===== src/rtl/core/ddsa_pkg.sv =====
`timescale 1ns / 1ps

package ddsa_pkg;

   localparam int SCALAR_BITS   = 24;
   // digit (up to 15) times scalar plus carry, or carry times ten plus digit
   localparam int DIVIDEND_BITS = SCALAR_BITS + 4;
   localparam int STEP_BITS     = $clog2(DIVIDEND_BITS);
   localparam int DIGIT_BITS    = 4;
   localparam int RESIDUE_BITS  = 24;
   localparam int CSR_DATA_BITS = 24;

   localparam logic [SCALAR_BITS-1:0] RADIX      = SCALAR_BITS'(10);
   localparam logic [DIGIT_BITS-1:0]  DIGIT_NINE = DIGIT_BITS'(9);

   typedef enum logic [1:0] {
      OP_MUL = 2'd0,
      OP_DIV = 2'd1,
      OP_ADD = 2'd2
   } op_type;

   typedef enum logic {
      CSR_OPERATION = 1'b0,
      CSR_SCALAR    = 1'b1
   } csr_index_type;

   typedef struct packed {
      logic busy;
      logic done;
   } div_status_type;

endpackage


===== src/rtl/core/ddsa_divider.sv =====
`timescale 1ns / 1ps

module ddsa_divider (
   input  logic                                  clock,
   input  logic                                  reset,
   input  logic                                  start,
   input  logic [ddsa_pkg::DIVIDEND_BITS-1:0]    dividend,
   input  logic [ddsa_pkg::SCALAR_BITS-1:0]      divisor,
   output logic [ddsa_pkg::SCALAR_BITS-1:0]      quotient,
   output logic [ddsa_pkg::SCALAR_BITS-1:0]      remainder,
   output ddsa_pkg::div_status_type              status
);

   logic [ddsa_pkg::DIVIDEND_BITS-1:0] num_ff, num_in;
   logic [ddsa_pkg::SCALAR_BITS-1:0]   rem_ff, rem_in;
   logic [ddsa_pkg::SCALAR_BITS-1:0]   quo_ff, quo_in;
   logic [ddsa_pkg::SCALAR_BITS-1:0]   den_ff, den_in;
   logic [ddsa_pkg::STEP_BITS-1:0]     cnt_ff, cnt_in;
   logic                               run_ff, run_in;
   logic                               done_ff, done_in;

   logic [ddsa_pkg::SCALAR_BITS:0]     trial;
   logic [ddsa_pkg::SCALAR_BITS:0]     diff;
   logic                               fits;

   // one quotient bit a cycle: bring down the next dividend bit, try the subtract
   assign trial = {rem_ff, num_ff[ddsa_pkg::DIVIDEND_BITS-1]};
   assign diff  = trial - {1'b0, den_ff};
   assign fits  = (trial >= {1'b0, den_ff});

   always_comb begin
      num_in  = num_ff;
      rem_in  = rem_ff;
      quo_in  = quo_ff;
      den_in  = den_ff;
      cnt_in  = cnt_ff;
      run_in  = run_ff;
      done_in = done_ff;
      if (start) begin
         num_in  = dividend;
         rem_in  = '0;
         quo_in  = '0;
         den_in  = divisor;
         cnt_in  = '0;
         run_in  = 1'b1;
         done_in = 1'b0;
      end else if (run_ff) begin
         num_in = {num_ff[ddsa_pkg::DIVIDEND_BITS-2:0], 1'b0};
         rem_in = fits ? diff[ddsa_pkg::SCALAR_BITS-1:0] : trial[ddsa_pkg::SCALAR_BITS-1:0];
         // high quotient bits fall off the top: only the low word is kept
         quo_in = {quo_ff[ddsa_pkg::SCALAR_BITS-2:0], fits};
         cnt_in = cnt_ff + 1'b1;
         if (cnt_ff == ddsa_pkg::STEP_BITS'(ddsa_pkg::DIVIDEND_BITS - 1)) begin
            run_in  = 1'b0;
            done_in = 1'b1;
         end
      end
   end

   always_ff @(posedge clock) begin
      if (reset) begin
         run_ff  <= 1'b0;
         done_ff <= 1'b0;
         cnt_ff  <= '0;
      end else begin
         run_ff  <= run_in;
         done_ff <= done_in;
         cnt_ff  <= cnt_in;
      end
      num_ff <= num_in;
      rem_ff <= rem_in;
      quo_ff <= quo_in;
      den_ff <= den_in;
   end

   assign quotient    = quo_ff;
   assign remainder   = rem_ff;
   assign status.busy = run_ff;
   assign status.done = done_ff;

endmodule


===== src/rtl/core/decimal_digit_serial_arith.sv =====
`timescale 1ns / 1ps

// Digit-serial decimal arithmetic on long numbers, one digit per item and one
// result digit per item. csr index 0 selects the operation (0 multiply by the
// scalar, 1 divide by it, 2 or 3 add digit_b); index 1 sets the scalar.
// Multiply and add take digits least significant first, divide most
// significant first. The carry or remainder runs from item to item and is
// cleared after the item with req_last set. Every operation goes through one
// radix-2 restoring divider (by ten, or by the scalar) that yields one bit a
// cycle over 28 bits. No item is taken while another is in flight: the
// divider loads the dividend as an item is accepted and steps through its
// bits, then the result register loads the result, and only then does
// req_ready rise again. A finished result waits in that register without
// holding up the next item, but the next result stays in the divider, with
// req_ready low, until that register is free. A zero divisor gives digit 9
// and clears the remainder. Write the registers only while no item is in flight.
module decimal_digit_serial_arith (
   input  logic                                clock,
   input  logic                                reset,
   input  logic                                req_valid,
   output logic                                req_ready,
   input  logic [ddsa_pkg::DIGIT_BITS-1:0]     req_digit_a,
   input  logic [ddsa_pkg::DIGIT_BITS-1:0]     req_digit_b,
   input  logic                                req_last,
   output logic                                rsp_valid,
   input  logic                                rsp_ready,
   output logic [ddsa_pkg::DIGIT_BITS-1:0]     rsp_digit,
   output logic [ddsa_pkg::RESIDUE_BITS-1:0]   rsp_residue,
   output logic                                rsp_last_out,
   input  logic                                csr_we,
   input  logic                                csr_index,
   input  logic [ddsa_pkg::CSR_DATA_BITS-1:0]  csr_wdata
);

   logic [1:0]                          op_ff, op_in;
   logic [ddsa_pkg::SCALAR_BITS-1:0]    scalar_ff, scalar_in;
   logic [ddsa_pkg::SCALAR_BITS-1:0]    carry_ff, carry_in;
   logic                                busy_ff, busy_in;
   logic                                last_ff, last_in;
   logic                                rsp_valid_ff, rsp_valid_in;
   logic [ddsa_pkg::DIGIT_BITS-1:0]     rsp_digit_ff, rsp_digit_in;
   logic [ddsa_pkg::RESIDUE_BITS-1:0]   rsp_residue_ff, rsp_residue_in;
   logic                                rsp_last_ff, rsp_last_in;

   logic                                accept;
   logic                                finish;
   logic [ddsa_pkg::DIVIDEND_BITS-1:0]  dividend;
   logic [ddsa_pkg::DIVIDEND_BITS-1:0]  carry_ext;
   logic [ddsa_pkg::SCALAR_BITS-1:0]    divisor;
   logic [ddsa_pkg::SCALAR_BITS-1:0]    quotient;
   logic [ddsa_pkg::SCALAR_BITS-1:0]    remainder;
   ddsa_pkg::div_status_type            div_status;
   logic [ddsa_pkg::DIGIT_BITS-1:0]     res_digit;
   logic [ddsa_pkg::SCALAR_BITS-1:0]    res_carry;

   assign req_ready = !busy_ff;
   assign accept    = req_valid && req_ready;
   // release the result once the divider is through and the output register is free
   assign finish    = busy_ff && div_status.done && (!rsp_valid_ff || rsp_ready);
   assign carry_ext = ddsa_pkg::DIVIDEND_BITS'(carry_ff);

   always_comb begin
      case (op_ff)
         ddsa_pkg::OP_MUL: begin
            dividend = ddsa_pkg::DIVIDEND_BITS'(req_digit_a)
                     * ddsa_pkg::DIVIDEND_BITS'(scalar_ff) + carry_ext;
            divisor  = ddsa_pkg::RADIX;
         end
         ddsa_pkg::OP_DIV: begin
            dividend = (carry_ext << 3) + (carry_ext << 1)
                     + ddsa_pkg::DIVIDEND_BITS'(req_digit_a);
            divisor  = scalar_ff;
         end
         default: begin
            dividend = ddsa_pkg::DIVIDEND_BITS'(req_digit_a)
                     + ddsa_pkg::DIVIDEND_BITS'(req_digit_b) + carry_ext;
            divisor  = ddsa_pkg::RADIX;
         end
      endcase
   end

   ddsa_divider u_divider (
      .clock     (clock),
      .reset     (reset),
      .start     (accept),
      .dividend  (dividend),
      .divisor   (divisor),
      .quotient  (quotient),
      .remainder (remainder),
      .status    (div_status)
   );

   always_comb begin
      if (op_ff == ddsa_pkg::OP_DIV) begin
         if (scalar_ff == '0) begin
            res_digit = ddsa_pkg::DIGIT_NINE;
            res_carry = '0;
         end else begin
            res_digit = quotient[ddsa_pkg::DIGIT_BITS-1:0];
            res_carry = remainder;
         end
      end else begin
         res_digit = remainder[ddsa_pkg::DIGIT_BITS-1:0];
         res_carry = quotient;
      end
   end

   always_comb begin
      op_in          = op_ff;
      scalar_in      = scalar_ff;
      carry_in       = carry_ff;
      busy_in        = busy_ff;
      last_in        = last_ff;
      rsp_valid_in   = rsp_valid_ff;
      rsp_digit_in   = rsp_digit_ff;
      rsp_residue_in = rsp_residue_ff;
      rsp_last_in    = rsp_last_ff;

      if (csr_we) begin
         case (csr_index)
            ddsa_pkg::CSR_OPERATION: op_in     = csr_wdata[1:0];
            ddsa_pkg::CSR_SCALAR:    scalar_in = csr_wdata[ddsa_pkg::SCALAR_BITS-1:0];
            default:                 op_in     = op_ff;
         endcase
      end

      if (rsp_valid_ff && rsp_ready) begin
         rsp_valid_in = 1'b0;
      end

      if (accept) begin
         busy_in = 1'b1;
         last_in = req_last;
      end

      if (finish) begin
         busy_in        = 1'b0;
         rsp_valid_in   = 1'b1;
         rsp_digit_in   = res_digit;
         rsp_residue_in = ddsa_pkg::RESIDUE_BITS'(res_carry);
         rsp_last_in    = last_ff;
         // drop the carry at the end of a number
         carry_in       = last_ff ? '0 : res_carry;
      end
   end

   always_ff @(posedge clock) begin
      if (reset) begin
         op_ff        <= ddsa_pkg::OP_ADD;
         scalar_ff    <= ddsa_pkg::SCALAR_BITS'(1);
         carry_ff     <= '0;
         busy_ff      <= 1'b0;
         rsp_valid_ff <= 1'b0;
      end else begin
         op_ff        <= op_in;
         scalar_ff    <= scalar_in;
         carry_ff     <= carry_in;
         busy_ff      <= busy_in;
         rsp_valid_ff <= rsp_valid_in;
      end
      last_ff        <= last_in;
      rsp_digit_ff   <= rsp_digit_in;
      rsp_residue_ff <= rsp_residue_in;
      rsp_last_ff    <= rsp_last_in;
   end

   assign rsp_valid    = rsp_valid_ff;
   assign rsp_digit    = rsp_digit_ff;
   assign rsp_residue  = rsp_residue_ff;
   assign rsp_last_out = rsp_last_ff;

endmodule


===== config.mk =====
export PLATFORM = sky130hd
export DESIGN_NAME = decimal_digit_serial_arith
export DESIGN_NICKNAME = d
export VERILOG_FILES = /design/src/rtl/core/ddsa_pkg.sv /design/src/rtl/core/ddsa_divider.sv /design/src/rtl/core/decimal_digit_serial_arith.sv
export SDC_FILE = /design/constraint.sdc
export NUM_CORES = 1
export LEC_CHECK = 0
export ABC_CLOCK_PERIOD_IN_PS = 5000
export BUFFER_PORTS_ARGS = -buffer_cell sky130_fd_sc_hd__buf_4
export CORE_MARGIN = 3
export CORE_UTILIZATION = 36
export CTS_CLUSTER_DIAMETER = 150
export CTS_CLUSTER_SIZE = 40
export DETAILED_ROUTE_END_ITERATION = 16
export PLACE_DENSITY = 0.5
export SLEW_MARGIN = 25
export SYNTH_ARGS = -nofsm -noshare
export SYNTH_HDL_FRONTEND = slang
export SYNTH_SLANG_ARGS = --single-unit

===== constraint.sdc =====
create_clock -name clock -period 5 [get_ports clock]
set_clock_uncertainty 0.05 [all_clocks]
set_input_delay 0 -clock clock [delete_from_list [all_inputs] [get_ports clock]]
set_output_delay 0 -clock clock [all_outputs]
set_load 0.01 [all_outputs]

# Word-level counts from Yosys, hierarchy flattened

Index checks and enable logic that the tools add are counted.

$add $sub $neg: 7
$mul: 1
Magnitude comparators: 1
Eq/ne operators: 2
Mux-type cells: 14
Bitwise logic cells: 1
Reductions and logical operators: 16

Operators by type and width:

| operator                                       | count |
|---|---|
| two-way mux 24 bit                             | 4 |
| two-way mux 28 bit                             | 2 |
| one-hot mux 28 bit (2 select lines)            | 1 |
| adder 27 x 25 -> 28 bit                        | 1 |
| adder 28 x 24 -> 28 bit                        | 1 |
| adder 28 x 4 -> 28 bit                         | 1 |
| multiplier 4 x 24 -> 28 bit                    | 1 |
| adder 5 x 24 -> 25 bit                         | 1 |
| greater-or-equal comparator 25 x 24 -> 1 bit   | 1 |
| logical NOT 24 bit                             | 1 |
| subtractor 24 bit                              | 1 |
| two-way mux 4 bit                              | 2 |
| AND reduction 2 bit                            | 3 |
| adder 4 x 4 -> 5 bit                           | 1 |
| adder 5 x 1 -> 5 bit (second input constant)   | 1 |
| == test 5 bit (second input constant)          | 1 |
| two-way mux 1 bit                              | 5 |
| logical AND 1 bit                              | 4 |
| nonzero test 2 bit                             | 2 |
| OR reduction 2 bit                             | 2 |
| == test 2 x 1 -> 1 bit (second input constant) | 1 |
| logical NOT 1 bit                              | 2 |
| logical NOT 2 bit                              | 1 |
| logical OR 1 bit                               | 1 |
| NOT 1 bit                                      | 1 |

Flip-flop bits (word level): 189
Bits of input ports: 39
Output and inout port bits: 31
Word-level logic and storage cells: 58

# Depth between registers and ports, before layout

Gate-level depths: netlist of run 1.

Word-level depth: 4
Gate-level depth with buffers: 18
Gate-level depth less buffers: 17

# By module

Synthesis of run 1 repeated with hierarchy kept, for this count alone.

Cells, all modules: 1623
Area, all modules: 14875.5 um^2

Modules (own cells, without submodules):

| module                     | instances | cells an instance | area each (um^2) | seq. area each (um^2) |
|---|---|---|---|---|
| decimal_digit_serial_arith | 1         | 1092              | 9351.5           | 1941.9 |
| ddsa_divider               | 1         | 531               | 5524.0           | 2662.6 |

# Least setup slack after synthesis of run 1

Ideal clock, no wire load.

Path kind: register to register
Start point: register scalar_ff[2] (netlist bit)
End point: register u_divider.num_ff[26] (netlist bit), data pin
Setup time: 259 ps
Arrival: 4084 ps
Path slack: 607 ps
Cell stages (with the launch flop): 17
Clock period less this slack: 4393 ps
Path through: dfxtp_1 > and2_1 > fa_1 > fa_1 > inv_1 > fa_1 > inv_1 > ha_1 > a21oi_1 > o21ai_0 > o2111ai_1 > a21oi_1 > a221oi_1 > o21ai_0 > mux2i_1 > a21oi_1 > a211o_1

Word-level cells in the longest chain between the ends: 4

Ends and longest elaborated chain:

| item                                | line                              | text |
|---|---|---|
| start, declared                     | decimal_digit_serial_arith.sv:36  | `logic [ddsa_pkg::SCALAR_BITS-1:0] scalar_ff, scalar_in;` |
| start signal, assigned              | decimal_digit_serial_arith.sv:150 | `scalar_ff <= ddsa_pkg::SCALAR_BITS'(1);` |
| start signal, assigned              | decimal_digit_serial_arith.sv:156 | `scalar_ff <= scalar_in;` |
| multiplier 4 x 24 -> 28 bit         | decimal_digit_serial_arith.sv:66  | `* ddsa_pkg::DIVIDEND_BITS'(scalar_ff) + carry_ext;` |
| adder 28 x 24 -> 28 bit             | decimal_digit_serial_arith.sv:66  |  |
| one-hot mux 28 bit (2 select lines) | decimal_digit_serial_arith.sv:63  | `case (op_ff)` |
| two-way mux 28 bit                  | ddsa_divider.sv:39                | `if (start) begin` |
| via u_divider.num_in, one bit       | ddsa_divider.sv:14                | `logic [ddsa_pkg::DIVIDEND_BITS-1:0] num_ff, num_in;` |
| end signal, assigned                | ddsa_divider.sv:70                | `num_ff <= num_in;` |
| end, declared                       | ddsa_divider.sv:14                |  |

The timed path passes the listed nets, and every way through them passes these cells.
A chain may end at the register's enable or synchronous reset.

# Worst setup path after layout of run 1

Start point: register scalar_ff[1] (netlist bit)
End point: register u_divider.num_ff[16] (netlist bit), data pin

Same word-level chain as after synthesis.

==> impl_metrics.xml, run 1 <==
<?xml version="1.0" encoding="UTF-8"?>
<metrics>
  <group name="worst_setup_path">
    <metric name="worstSetupEndpointType" unit="">flip-flop</metric>
    <metric name="crit_buf_inv" unit="">2</metric>
    <metric name="criticalPathCategory" unit="">flip-flop to flip-flop</metric>
    <metric name="critPathSlowestCell" unit="">fa_1</metric>
    <metric name="crit_chain" unit="">and2_1 -&gt; fa_1 -&gt; fa_1 -&gt; inv_1 -&gt; fa_1 -&gt; inv_1 -&gt; ha_1 -&gt; o211ai_1 -&gt; o21ai_0 -&gt; o2111ai_2 -&gt; a211oi_1 -&gt; o21ai_0 -&gt; a21oi_1 -&gt; a21oi_1 -&gt; o21ai_0 -&gt; o21ai_0</metric>
    <metric name="ff2ff_setup_slack" unit="ps">330</metric>
    <metric name="crit_path_start" unit="">scalar_ff[1]</metric>
    <metric name="ff2ff_path_depth" unit="">16</metric>
    <metric name="critical-path-max-stage-delay" unit="ps">540</metric>
    <metric name="worst_setup_path_start_kind" unit="">flip-flop</metric>
    <metric name="timing.critical_path.fanout_max" unit="">7</metric>
    <metric name="rr_endpoint" unit="">u_divider.num_ff[16]</metric>
    <metric name="critical_path_required" unit="ps">5130</metric>
    <metric name="worst_path_most_repeated_cell" unit="">o21ai_0</metric>
    <metric name="critical_path_depth" unit="">16</metric>
    <metric name="critical_path.reg2reg.startpoint" unit="">scalar_ff[1]</metric>
    <metric name="critPathArrivalTime" unit="ps">4810</metric>
    <metric name="path_delay_family" unit="">adder cells</metric>
  </group>
  <group name="pwr">
    <metric name="internal_power" unit="W">0.002848</metric>
    <metric name="switching_power" unit="W">0.001453</metric>
    <metric name="power_density" unit="mW/mm2">256.4</metric>
    <metric name="p_sw_frac" unit="">0.3379</metric>
    <metric name="leakagePower" unit="nW">7.348</metric>
    <metric name="pwr-share-seq" unit="">0.423</metric>
    <metric name="p_clk_frac" unit="">0.307</metric>
    <metric name="p_comb_frac" unit="">0.270</metric>
    <metric name="vdd_drop_max" unit="uV">168.1</metric>
  </group>
  <group name="hold_path">
    <metric name="timing.hold.worst.start" unit="">req_digit_b[0]</metric>
    <metric name="holdPathEnd" unit="">u_divider.num_ff[0]</metric>
    <metric name="hold_path.class" unit="">input pin to flip-flop</metric>
    <metric name="whs_path_depth" unit="">4</metric>
  </group>
  <group name="logic_synthesis">
    <metric name="synth_top_family_by_area" unit="">adder cells</metric>
    <metric name="synth-edff-count" unit="">82</metric>
    <metric name="synth-warning-count" unit="">0</metric>
    <metric name="post_synth_adder_cell_area" unit="">0.1976</metric>
    <metric name="share_of_async_settable_or_async_resettable_flops_after_synthesis" unit="">0</metric>
    <metric name="synth.area.top_cells" unit="">edfxtp_1 17%, dfxtp_1 15%, fa_1 10%</metric>
    <metric name="synth_simple_gate_area_frac" unit="">0.1617</metric>
    <metric name="synth_cells" unit="">1631</metric>
    <metric name="post_synth_xor_area_fraction" unit="">0.04652</metric>
    <metric name="synthesis.nets" unit="">1857</metric>
    <metric name="synth_top_area_cell" unit="">edfxtp_1</metric>
    <metric name="synth_compound_gate_area_share" unit="">0.1810</metric>
    <metric name="netlist.area_leader.share" unit="">0.1677</metric>
    <metric name="synth.area.mux_share" unit="">0.03271</metric>
    <metric name="ys.flop_type" unit="">dfxtp_1</metric>
    <metric name="netlist_area" unit="mm2">0.01469</metric>
    <metric name="synthDistinctLibCells" unit="">69</metric>
    <metric name="synth_seq_cells" unit="">189</metric>
    <metric name="synth-seq-area-share" unit="">0.3135</metric>
    <metric name="postSynthAreaPerCell" unit="um2">9.005</metric>
  </group>
  <group name="timing">
    <metric name="max-slew-margin-rel" unit="">0.3639</metric>
    <metric name="setup_viol" unit="">0</metric>
    <metric name="slew_viol_final" unit="">0</metric>
    <metric name="period_needed" unit="ps">4670</metric>
    <metric name="min_period_over_period" unit="">0.9341</metric>
    <metric name="unrepaired_setup_endpoints_after_global_routing" unit="">no</metric>
    <metric name="report.final.hold_viol_count" unit="">0</metric>
    <metric name="fin_worst_hold_slack" unit="ps">38.06</metric>
    <metric name="worst-slew-pin-transition" unit="ps">952.2</metric>
    <metric name="max_freq" unit="MHz">214.1</metric>
    <metric name="finalSetupTns" unit="ps">0</metric>
  </group>
  <group name="final_layout">
    <metric name="finalNetCount" unit="">1948</metric>
    <metric name="area_growth_from_synthesis_to_final_layout" unit="%">14.23</metric>
    <metric name="finalNonFillerCells" unit="">2260</metric>
    <metric name="layout-drive-gt1-share" unit="">0.08530</metric>
    <metric name="antenna_cells_inserted" unit="">0</metric>
    <metric name="nFillCells" unit="">4056</metric>
    <metric name="fin_util" unit="">0.4193</metric>
  </group>
  <group name="route">
    <metric name="dr.pass1.iters" unit="">5</metric>
    <metric name="drt_wl_total" unit="mm">42.99</metric>
    <metric name="drc" unit="">0</metric>
    <metric name="wire_per_inst" unit="um">19.02</metric>
    <metric name="num_vias" unit="">11770</metric>
    <metric name="via_per_inst" unit="">5.210</metric>
    <metric name="final_antenna_net_count" unit="">0</metric>
    <metric name="drt_iter0_markers" unit="">857</metric>
  </group>
  <group name="global_routing">
    <metric name="number_of_global_route_vias_before_repair" unit="">11760</metric>
    <metric name="globalRouteOverflowTotal" unit="">0</metric>
    <metric name="first_pass_grt_wire_length" unit="mm">67.89</metric>
    <metric name="pin_count_of_the_biggest_net_entering_global_routing" unit="">71</metric>
    <metric name="grt_use_total" unit="">0.1995</metric>
    <metric name="grt_antenna_before_repair" unit="">1</metric>
  </group>
  <group name="clocking">
    <metric name="cts_buffer_depth" unit="">2</metric>
    <metric name="ctsHtreeMaxLevel" unit="">4</metric>
    <metric name="cts_made_buffers" unit="">17</metric>
    <metric name="cts_setup_buffers" unit="">0</metric>
    <metric name="clock-sinks" unit="">189</metric>
    <metric name="cts.clk_slew.worst_paths" unit="ps">80</metric>
    <metric name="cts_tree" unit="">yes</metric>
    <metric name="cts_root_buf" unit="">clkbuf_16</metric>
    <metric name="clock_insertion_delay_worst_skew" unit="ps">470</metric>
  </group>
  <group name="place">
    <metric name="detailedPlacementHpwl" unit="mm">33.35</metric>
    <metric name="numPortBuffers" unit="">69</metric>
    <metric name="placed_cells" unit="">2179</metric>
    <metric name="globalplace.congestion" unit="">0.8767</metric>
  </group>
  <group name="floorplan">
    <metric name="rows" unit="">73</metric>
    <metric name="initial_utilization" unit="">0.3671</metric>
    <metric name="die-height" unit="um">208.0</metric>
    <metric name="die-area" unit="mm2">0.04326</metric>
    <metric name="design.core.area" unit="mm2">0.04001</metric>
    <metric name="die_w" unit="um">208.0</metric>
    <metric name="ios" unit="">70</metric>
  </group>
  <group name="outcome">
    <metric name="status" unit="">finished, final reports clean</metric>
  </group>
  <group name="job">
    <metric name="drv.max_cap_violation_count" unit="">0</metric>
  </group>
</metrics>
[tightest hold or removal path, cell delays in order]
cell	delay (ps)
buf_4	110
inv_1	60
fa_1	160
a211oi_1	60
[synthesized netlist by cell type, drive strengths merged (3+ instances only)]
cell type and instances:
buf 14, o31ai 4, xor2 26, nand4 16, clkbuf 51, and3 8, a21boi 4, xnor2 52
a22oi 3, ha 112, o21a 11, dfxtp 107, nor4 18, o21ai 89, a21oi 125, and2 116
or2 5, inv 178, edfxtp 82, a21o 28, o21bai 7, a22o 51, nor2 101, nand2 133
a211oi 21, a221oi 8, or3 3, fa 75, o211ai 14, nand3 23, mux2i 48, a211o 7
nor2b 14, nor3 17, nor3b 3, a31oi 15, o22ai 4, nand2b 13
[layout by cell type, fill, tap and decap left out, types with 6 or more instances in the layout]
cell type / instances
a211o_1: 7
a211oi_1: 17
a21o_1: 27
a21oi_1: 124
a221oi_1: 6
a22o_1: 51
a31oi_1: 15
and2_1: 114
and3_1: 7
buf_4: 89
clkbuf_16: 17
dfxtp_1: 106
dlygate4sd3_1: 49
edfxtp_1: 82
fa_1: 75
ha_1: 112
inv_1: 177
mux2i_1: 48
nand2_1: 132
nand2b_1: 13
nand3_1: 23
nand4_1: 16
nor2_1: 99
nor2b_1: 12
nor3_1: 17
nor4_1: 18
o211ai_1: 14
o21a_1: 11
o21ai_0: 88
o21bai_1: 7
xnor2_1: 52
xor2_1: 26
[logic make-up after synthesis]
group	Yosys count
simple gates	477
flops	189
fa+ha+maj	187
xor+xnor	78
compound gates	408
mux	48
buf+inv	244
[stage by stage]
stage	setup WS, ps	power (W)	instance area (um2)
final	329.5	0.004302	16780
after detailed placement	167.6	0.002980	15720
after floorplan	607.0	0.002703	14690
after global placement	201.3	0.002973	15720
after global routing	37.87	0.004543	16780
after CTS	150.5	0.004338	16750
[final cells by class]
class | count | area (um2) | area share
clock buffers | 18 | 429.2 | 0.02558
clock inverters | 14 | 112.6 | 0.006712
inverters | 178 | 668.1 | 0.03983
multi-input cells | 1198 | 9145 | 0.5451
flip-flops and latches | 189 | 4606 | 0.2745
well taps | 525 | 656.9 | 0.03916
repair buffers | 138 | 1159 | 0.06906
[state kept, by name, indices dropped and copies added, names as in the netlist]
| signal | cells |
|---|---|
| u_divider.quotient | 24 |
| busy_ff | 1 |
| u_divider.run_ff | 1 |
| u_divider.done_ff | 1 |
| u_divider.remainder | 24 |
| rsp_residue | 24 |
| op_ff | 2 |
| rsp_last_out | 1 |
| u_divider.cnt_ff | 5 |
| last_ff | 1 |
| u_divider.num_ff | 28 |
| scalar_ff | 24 |
| carry_ff | 24 |
| rsp_valid | 1 |
| u_divider.den_ff | 24 |
| rsp_digit | 4 |
[worst max path at each step]
| stage | endpoint |
|---|---|
| CTS | u_divider.num_ff[26] |
| floorplan | u_divider.num_ff[26] |
| finish | u_divider.num_ff[16] |
| detailed placement | u_divider.num_ff[26] |
| global route | u_divider.num_ff[27] |
| global placement | u_divider.num_ff[26] |
[power by group through the flow]
stage	Clock, W	Combinational [W]	Sequential, W
after floorplan	0	0.000903	0.00180
after global placement	0	0.00112	0.00185
after detailed placement	0	0.00113	0.00185
after CTS	0.00136	0.00116	0.00182
after global routing	0.00141	0.00130	0.00183
final	0.00132	0.00116	0.00182
[per-layer routing]
layer | vias to the layer above | share of wire | GRT usage
li1 | 5838 | - | -
met1 | 5666 | 0.50 | 0.2935
met2 | 235 | 0.44 | 0.3099
met3 | 33 | 0.041 | 0.02744
met4 | 2 | 0.017 | 0.04976
met5 | - | 0.00030 | 0
[timing repair]
item | in CTS | in global routing
setup endpoints to repair | 0 | 7
hold buffers | 49 | 0
gates resized for setup | 0 | 6
endpoints found under the hold margin | 30 | 0
Note: power is estimated with default switching activity, not from simulation.
==> run 2: changes to the inputs <==
--- a/config.mk
+++ b/config.mk
@@ -9,10 +9,12 @@
 export BUFFER_PORTS_ARGS = -buffer_cell sky130_fd_sc_hd__buf_4
 export CORE_MARGIN = 3
 export CORE_UTILIZATION = 36
+export CTS_BUF_LIST = sky130_fd_sc_hd__clkbuf_4 sky130_fd_sc_hd__clkbuf_8
 export CTS_CLUSTER_DIAMETER = 150
 export CTS_CLUSTER_SIZE = 40
 export DETAILED_ROUTE_END_ITERATION = 16
 export PLACE_DENSITY = 0.5
+export RECOVER_POWER = 50
 export SLEW_MARGIN = 25
 export SYNTH_ARGS = -nofsm -noshare
 export SYNTH_HDL_FRONTEND = slang
==> impl_metrics.xml, run 2 (synthesized netlist as in run 1, its figures left out) <==
<?xml version="1.0" encoding="UTF-8"?>
<metrics>
  <group name="floorplan">
    <metric name="design.core.area" unit="mm2">0.04001</metric>
    <metric name="die_w" unit="um">208.0</metric>
    <metric name="initial_utilization" unit="">0.3671</metric>
    <metric name="die-height" unit="um">208.0</metric>
    <metric name="rows" unit="">73</metric>
    <metric name="die-area" unit="mm2">0.04326</metric>
    <metric name="ios" unit="">70</metric>
  </group>
  <group name="worst_setup_path">
    <metric name="path_delay_family" unit="">adder cells</metric>
    <metric name="timing.critical_path.fanout_max" unit="">7</metric>
    <metric name="worst_setup_path_start_kind" unit="">flip-flop</metric>
    <metric name="criticalPathCategory" unit="">flip-flop to flip-flop</metric>
    <metric name="critPathArrivalTime" unit="ps">5010</metric>
    <metric name="crit_buf_inv" unit="">2</metric>
    <metric name="worstSetupEndpointType" unit="">flip-flop</metric>
    <metric name="critical_path_required" unit="ps">5320</metric>
    <metric name="crit_chain" unit="">and2_1 -&gt; fa_1 -&gt; fa_1 -&gt; inv_1 -&gt; fa_1 -&gt; inv_1 -&gt; ha_1 -&gt; o211ai_1 -&gt; o21ai_0 -&gt; o2111ai_2 -&gt; a211oi_1 -&gt; o21ai_0 -&gt; a21oi_1 -&gt; xor2_1 -&gt; o211ai_1 -&gt; o211ai_1</metric>
    <metric name="critPathSlowestCell" unit="">fa_1</metric>
    <metric name="critical-path-max-stage-delay" unit="ps">540</metric>
  </group>
  <group name="hold_path">
    <metric name="hold_path.class" unit="">input pin to flip-flop</metric>
  </group>
  <group name="timing">
    <metric name="fin_worst_hold_slack" unit="ps">65.88</metric>
    <metric name="unrepaired_setup_endpoints_after_global_routing" unit="">no</metric>
    <metric name="max_freq" unit="MHz">213.3</metric>
    <metric name="worst-slew-pin-transition" unit="ps">3574</metric>
    <metric name="period_needed" unit="ps">4689</metric>
    <metric name="min_period_over_period" unit="">0.9378</metric>
    <metric name="slew_viol_final" unit="">188</metric>
    <metric name="setup_viol" unit="">0</metric>
    <metric name="report.final.hold_viol_count" unit="">0</metric>
    <metric name="max-slew-margin-rel" unit="">-1.382</metric>
    <metric name="finalSetupTns" unit="ps">0</metric>
  </group>
  <group name="final_layout">
    <metric name="largest_reg_flops" unit="">28</metric>
    <metric name="area_growth_from_synthesis_to_final_layout" unit="%">12.03</metric>
    <metric name="antenna_cells_inserted" unit="">0</metric>
    <metric name="mostFrequentLayoutCells" unit="">178 x inv_1, 133 x nand2_1, 124 x a21oi_1</metric>
    <metric name="finalNetCount" unit="">1949</metric>
    <metric name="layout_commonest_cell" unit="">inv_1</metric>
    <metric name="registers.top_by_ff_count" unit="">u_divider.num_ff</metric>
    <metric name="layout-drive-gt1-share" unit="">0.06221</metric>
  </group>
  <group name="place">
    <metric name="numPortBuffers" unit="">69</metric>
    <metric name="globalplace.congestion" unit="">0.8767</metric>
    <metric name="detailedPlacementHpwl" unit="mm">33.35</metric>
  </group>
  <group name="route">
    <metric name="wire_per_inst" unit="um">19.05</metric>
    <metric name="via_per_inst" unit="">5.234</metric>
    <metric name="num_vias" unit="">11830</metric>
    <metric name="drc" unit="">0</metric>
    <metric name="drt_iter0_markers" unit="">745</metric>
    <metric name="drt_wl_total" unit="mm">43.06</metric>
    <metric name="final_antenna_net_count" unit="">0</metric>
    <metric name="dr.pass1.iters" unit="">5</metric>
  </group>
  <group name="clocking">
    <metric name="cts_setup_buffers" unit="">0</metric>
    <metric name="clock_insertion_delay_worst_skew" unit="ps">530</metric>
    <metric name="cts_tree" unit="">yes</metric>
    <metric name="ctsHtreeMaxLevel" unit="">4</metric>
    <metric name="cts_buffer_depth" unit="">2</metric>
    <metric name="cts_made_buffers" unit="">17</metric>
    <metric name="cts_root_buf" unit="">clkbuf_8</metric>
    <metric name="cts.clk_slew.worst_paths" unit="ps">120</metric>
    <metric name="clock-sinks" unit="">189</metric>
  </group>
  <group name="global_routing">
    <metric name="globalRouteOverflowTotal" unit="">0</metric>
    <metric name="grt_antenna_before_repair" unit="">1</metric>
    <metric name="globalRouteMet3Util" unit="">0.02518</metric>
    <metric name="grt_use_total" unit="">0.1993</metric>
    <metric name="gr-usage-met1" unit="">0.2938</metric>
    <metric name="pin_count_of_the_biggest_net_entering_global_routing" unit="">71</metric>
    <metric name="number_of_global_route_vias_before_repair" unit="">11760</metric>
    <metric name="first_pass_grt_wire_length" unit="mm">67.85</metric>
    <metric name="grt-busiest-layer" unit="">met2</metric>
    <metric name="grt.met2_usage" unit="">0.3096</metric>
  </group>
  <group name="pwr">
    <metric name="leakagePower" unit="nW">7.131</metric>
    <metric name="power_density" unit="mW/mm2">242.3</metric>
    <metric name="vdd_drop_max" unit="uV">143.1</metric>
  </group>
  <group name="outcome">
    <metric name="status" unit="">finished with violations</metric>
    <metric name="failed_checks" unit="">max-capacitance violations, max-slew violations</metric>
  </group>
  <group name="job">
    <metric name="drv.max_cap_violation_count" unit="">5</metric>
  </group>
</metrics>
run 2: tightest hold or removal path, cell delays in order:
cell	delay (ps)
buf_4	240
a211oi_1	120
a211oi_1	160
run 2: path summary, 6_finish.rpt:
kind / start / to / slack, ps / cells past startpoint
max: scalar_ff[1] / u_divider.num_ff[18] / 310 / 16
min: req_digit_a[0] / u_divider.num_ff[0] / 70 / 3
max reg2reg: scalar_ff[1] / u_divider.num_ff[18] / 310 / 16
min reg2reg: last_ff / rsp_last_out / 430 / 0
run 2: cell type report:
type | count | area, um2
flip-flops and latches | 189 | 4604
clock buffers | 18 | 241.5
repair buffers | 139 | 1030
inverters | 178 | 668.1
multi-input cells | 1198 | 9140
well taps | 525 | 656.9
fillers | 4114 | 23550
clock inverters | 14 | 112.6
run 2: power by group:
group	total [W]	internal (W)	switching, W
logic	0.00116	0.000489	0.000673
registers	0.00182	0.00172	0.000106
clock network	0.00100	0.000359	0.000644
total	0.00399	0.00256	0.00142
run 2: what timing repair did:
action,4_1_cts,5_1_grt
resized for setup,0,6
hold buffers,50,0
endpoints found under the hold margin,32,0
setup endpoints to repair,0,7
run 2: layer usage:
metal | vias to the layer above | share of wire
li1 | 5831 | -
met3 | 32 | 0.040
met2 | 256 | 0.44
met4 | 2 | 0.018
met1 | 5712 | 0.51
met5 | - | 0.00030
run 2: per-stage QoR:
step / total power, W / instance area [um2] / cells / util / setup WS, ps
CTS: 0.004007 / 16580 / 2261 / 0.4143 / 147.0
global route: 0.004210 / 16450 / 2261 / 0.4113 / 25.13
global placement: 0.002973 / 15720 / 2179 / 0.3930 / 201.3
floorplan: 0.002703 / 14690 / 1631 / - / 607.0
finish: 0.003986 / 16450 / 2261 / 0.4113 / 310.8
detailed placement: 0.002980 / 15720 / 2179 / 0.3930 / 167.6
==> run 3: changes to the inputs <==
--- a/config.mk
+++ b/config.mk
@@ -7,13 +7,13 @@
 export LEC_CHECK = 0
 export ABC_CLOCK_PERIOD_IN_PS = 5000
 export BUFFER_PORTS_ARGS = -buffer_cell sky130_fd_sc_hd__buf_4
-export CORE_MARGIN = 3
-export CORE_UTILIZATION = 36
+export CORE_MARGIN = 4
+export CORE_UTILIZATION = 50
 export CTS_BUF_LIST = sky130_fd_sc_hd__clkbuf_4 sky130_fd_sc_hd__clkbuf_8
 export CTS_CLUSTER_DIAMETER = 150
 export CTS_CLUSTER_SIZE = 40
 export DETAILED_ROUTE_END_ITERATION = 16
-export PLACE_DENSITY = 0.5
+export PLACE_DENSITY = 0.66
 export RECOVER_POWER = 50
 export SLEW_MARGIN = 25
 export SYNTH_ARGS = -nofsm -noshare
==> impl_metrics.xml, run 3 (synthesized netlist as in run 1, its figures left out) <==
<?xml version="1.0" encoding="UTF-8"?>
<metrics>
  <group name="worst_setup_path">
    <metric name="worstSetupEndpointType" unit="">flip-flop</metric>
    <metric name="critPathArrivalTime" unit="ps">4840</metric>
    <metric name="worst_setup_path_start_kind" unit="">flip-flop</metric>
    <metric name="timing.critical_path.fanout_max" unit="">5</metric>
    <metric name="criticalPathCategory" unit="">flip-flop to flip-flop</metric>
    <metric name="critical_path_required" unit="ps">5130</metric>
  </group>
  <group name="timing">
    <metric name="max_freq" unit="MHz">212.5</metric>
    <metric name="max-slew-margin-rel" unit="">-0.2900</metric>
    <metric name="finalSetupTns" unit="ps">0</metric>
    <metric name="report.final.hold_viol_count" unit="">0</metric>
    <metric name="worst-slew-pin-transition" unit="ps">1928</metric>
    <metric name="period_needed" unit="ps">4707</metric>
    <metric name="slew_viol_final" unit="">117</metric>
    <metric name="setup_viol" unit="">0</metric>
    <metric name="unrepaired_setup_endpoints_after_global_routing" unit="">no</metric>
    <metric name="min_period_over_period" unit="">0.9413</metric>
    <metric name="worst_slack" unit="ps">293.4</metric>
  </group>
  <group name="route">
    <metric name="dr.pass1.iters" unit="">6</metric>
    <metric name="drt_wl_total" unit="mm">39.31</metric>
    <metric name="final_antenna_net_count" unit="">0</metric>
    <metric name="wire_per_inst" unit="um">18.55</metric>
    <metric name="num_vias" unit="">12000</metric>
    <metric name="drc" unit="">0</metric>
    <metric name="drt_iter0_markers" unit="">1010</metric>
    <metric name="via_per_inst" unit="">5.661</metric>
  </group>
  <group name="final_layout">
    <metric name="largest_reg_flops" unit="">28</metric>
    <metric name="registers.top_by_ff_count" unit="">u_divider.num_ff</metric>
    <metric name="area_growth_from_synthesis_to_final_layout" unit="%">11.02</metric>
    <metric name="finish.instance_area" unit="mm2">0.01631</metric>
    <metric name="layout_commonest_cell" unit="">inv_1</metric>
    <metric name="fin_util" unit="">0.5650</metric>
    <metric name="antenna_cells_inserted" unit="">0</metric>
    <metric name="layout-drive-gt1-share" unit="">0.06282</metric>
    <metric name="mostFrequentLayoutCells" unit="">178 x inv_1, 133 x nand2_1, 125 x a21oi_1</metric>
    <metric name="finalNetCount" unit="">1948</metric>
  </group>
  <group name="pwr">
    <metric name="switching_power" unit="W">0.001444</metric>
    <metric name="power_density" unit="mW/mm2">246.9</metric>
    <metric name="vdd_drop_max" unit="uV">136.3</metric>
    <metric name="internal_power" unit="W">0.002581</metric>
    <metric name="pwr-share-seq" unit="">0.451</metric>
    <metric name="leakagePower" unit="nW">7.162</metric>
    <metric name="fin_total_pwr" unit="W">0.004025</metric>
    <metric name="p_clk_frac" unit="">0.259</metric>
    <metric name="p_sw_frac" unit="">0.3587</metric>
    <metric name="p_comb_frac" unit="">0.289</metric>
  </group>
  <group name="place">
    <metric name="pre_cts_slack" unit="ps">83.79</metric>
    <metric name="detailedPlacementHpwl" unit="mm">30.36</metric>
    <metric name="postPlaceCellArea" unit="mm2">0.01554</metric>
    <metric name="numPortBuffers" unit="">69</metric>
    <metric name="globalplace.congestion" unit="">0.9186</metric>
  </group>
  <group name="global_routing">
    <metric name="grt_antenna_before_repair" unit="">0</metric>
    <metric name="pin_count_of_the_biggest_net_entering_global_routing" unit="">78</metric>
    <metric name="grt_use_total" unit="">0.2477</metric>
    <metric name="number_of_global_route_vias_before_repair" unit="">11410</metric>
    <metric name="first_pass_grt_wire_length" unit="mm">62.18</metric>
    <metric name="globalRouteOverflowTotal" unit="">0</metric>
  </group>
  <group name="floorplan">
    <metric name="rows" unit="">62</metric>
    <metric name="die_w" unit="um">179.4</metric>
    <metric name="die-area" unit="mm2">0.03218</metric>
    <metric name="die-height" unit="um">179.4</metric>
    <metric name="ios" unit="">70</metric>
    <metric name="initial_utilization" unit="">0.5089</metric>
    <metric name="design.core.area" unit="mm2">0.02886</metric>
  </group>
  <group name="outcome">
    <metric name="failed_checks" unit="">max-capacitance violations, max-slew violations</metric>
    <metric name="status" unit="">finished with violations</metric>
  </group>
  <group name="clocking">
    <metric name="clock-sinks" unit="">189</metric>
    <metric name="cts_made_buffers" unit="">17</metric>
    <metric name="cts.clk_slew.worst_paths" unit="ps">110</metric>
    <metric name="cts_tree" unit="">yes</metric>
    <metric name="ctsHtreeMaxLevel" unit="">4</metric>
    <metric name="clock_insertion_delay_worst_skew" unit="ps">490</metric>
    <metric name="cts_root_buf" unit="">clkbuf_8</metric>
    <metric name="cts_buffer_depth" unit="">2</metric>
  </group>
  <group name="job">
    <metric name="drv.max_cap_violation_count" unit="">4</metric>
  </group>
  <group name="hold_path">
    <metric name="hold_path.class" unit="">input pin to flip-flop</metric>
  </group>
</metrics>
-- run 3: routing by layer --
layer,global-route usage,vias up,share of wire
li1,-,5835,-
met1,0.3730,5733,0.47
met2,0.3726,378,0.43
met3,0.03210,50,0.066
met4,0.07648,0,0.028
met5,0,-,0
-- run 3: power groups by stage --
stage | registers, W | logic, W | clock network (W)
2_1_floorplan | 0.00180 | 0.000903 | 0
3_3_place_gp | 0.00184 | 0.00110 | 0
3_5_place_dp | 0.00185 | 0.00112 | 0
4_1_cts | 0.00181 | 0.00115 | 0.00106
5_1_grt | 0.00183 | 0.00129 | 0.00112
6_report | 0.00182 | 0.00116 | 0.00104
-- run 3: path summary, 6_finish.rpt --
path                            slack, ps  cells past startpoint               from                    to
worst max-delay path                  290                     18       scalar_ff[3]  u_divider.num_ff[17]
worst min-delay path                   40                      4     req_digit_b[0]   u_divider.num_ff[0]
worst max register to register        290                     18       scalar_ff[3]  u_divider.num_ff[17]
worst min register to register        440                      2  u_divider.done_ff     u_divider.done_ff
-- run 3: repair_timing --
action	in CTS	in global routing
gates resized for setup	0	5
hold buffers	50	0
hold endpoints to repair	30	0
setup endpoints to repair	0	9
setup buffers	0	0
-- run 3: through the flow --
step           hold WS, ps  instances
5_1_grt              44.69       2119
3_5_place_dp         130.4       2037
2_1_floorplan        48.87       1631
6_report             42.37       2119
4_1_cts              15.87       2119
3_3_place_gp         129.5       2037
-- run 3: critical path, stage by stage (launching register included) --
cell	delay [ps]
dfxtp_1	340
buf_4	150
and2_1	150
fa_1	510
fa_1	550
inv_1	50
fa_1	490
inv_1	40
ha_1	360
o211ai_1	110
a21oi_1	220
o21ai_0	140
buf_4	160
a21boi_1	260
a21oi_1	150
o21ai_0	210
xor2_1	110
a22oi_1	230
a31oi_1	120
-- run 3: layout make-up --
type,instances,area (um2)
Clock buffer,18,241.5
Clock inverter,14,147.6
Fill cell,2702,12550
Inverter,178,668.1
Multi-Input combinational cell,1198,9136
Sequential cell,189,4606
Tap cell,384,480.5
Timing Repair Buffer,138,1026
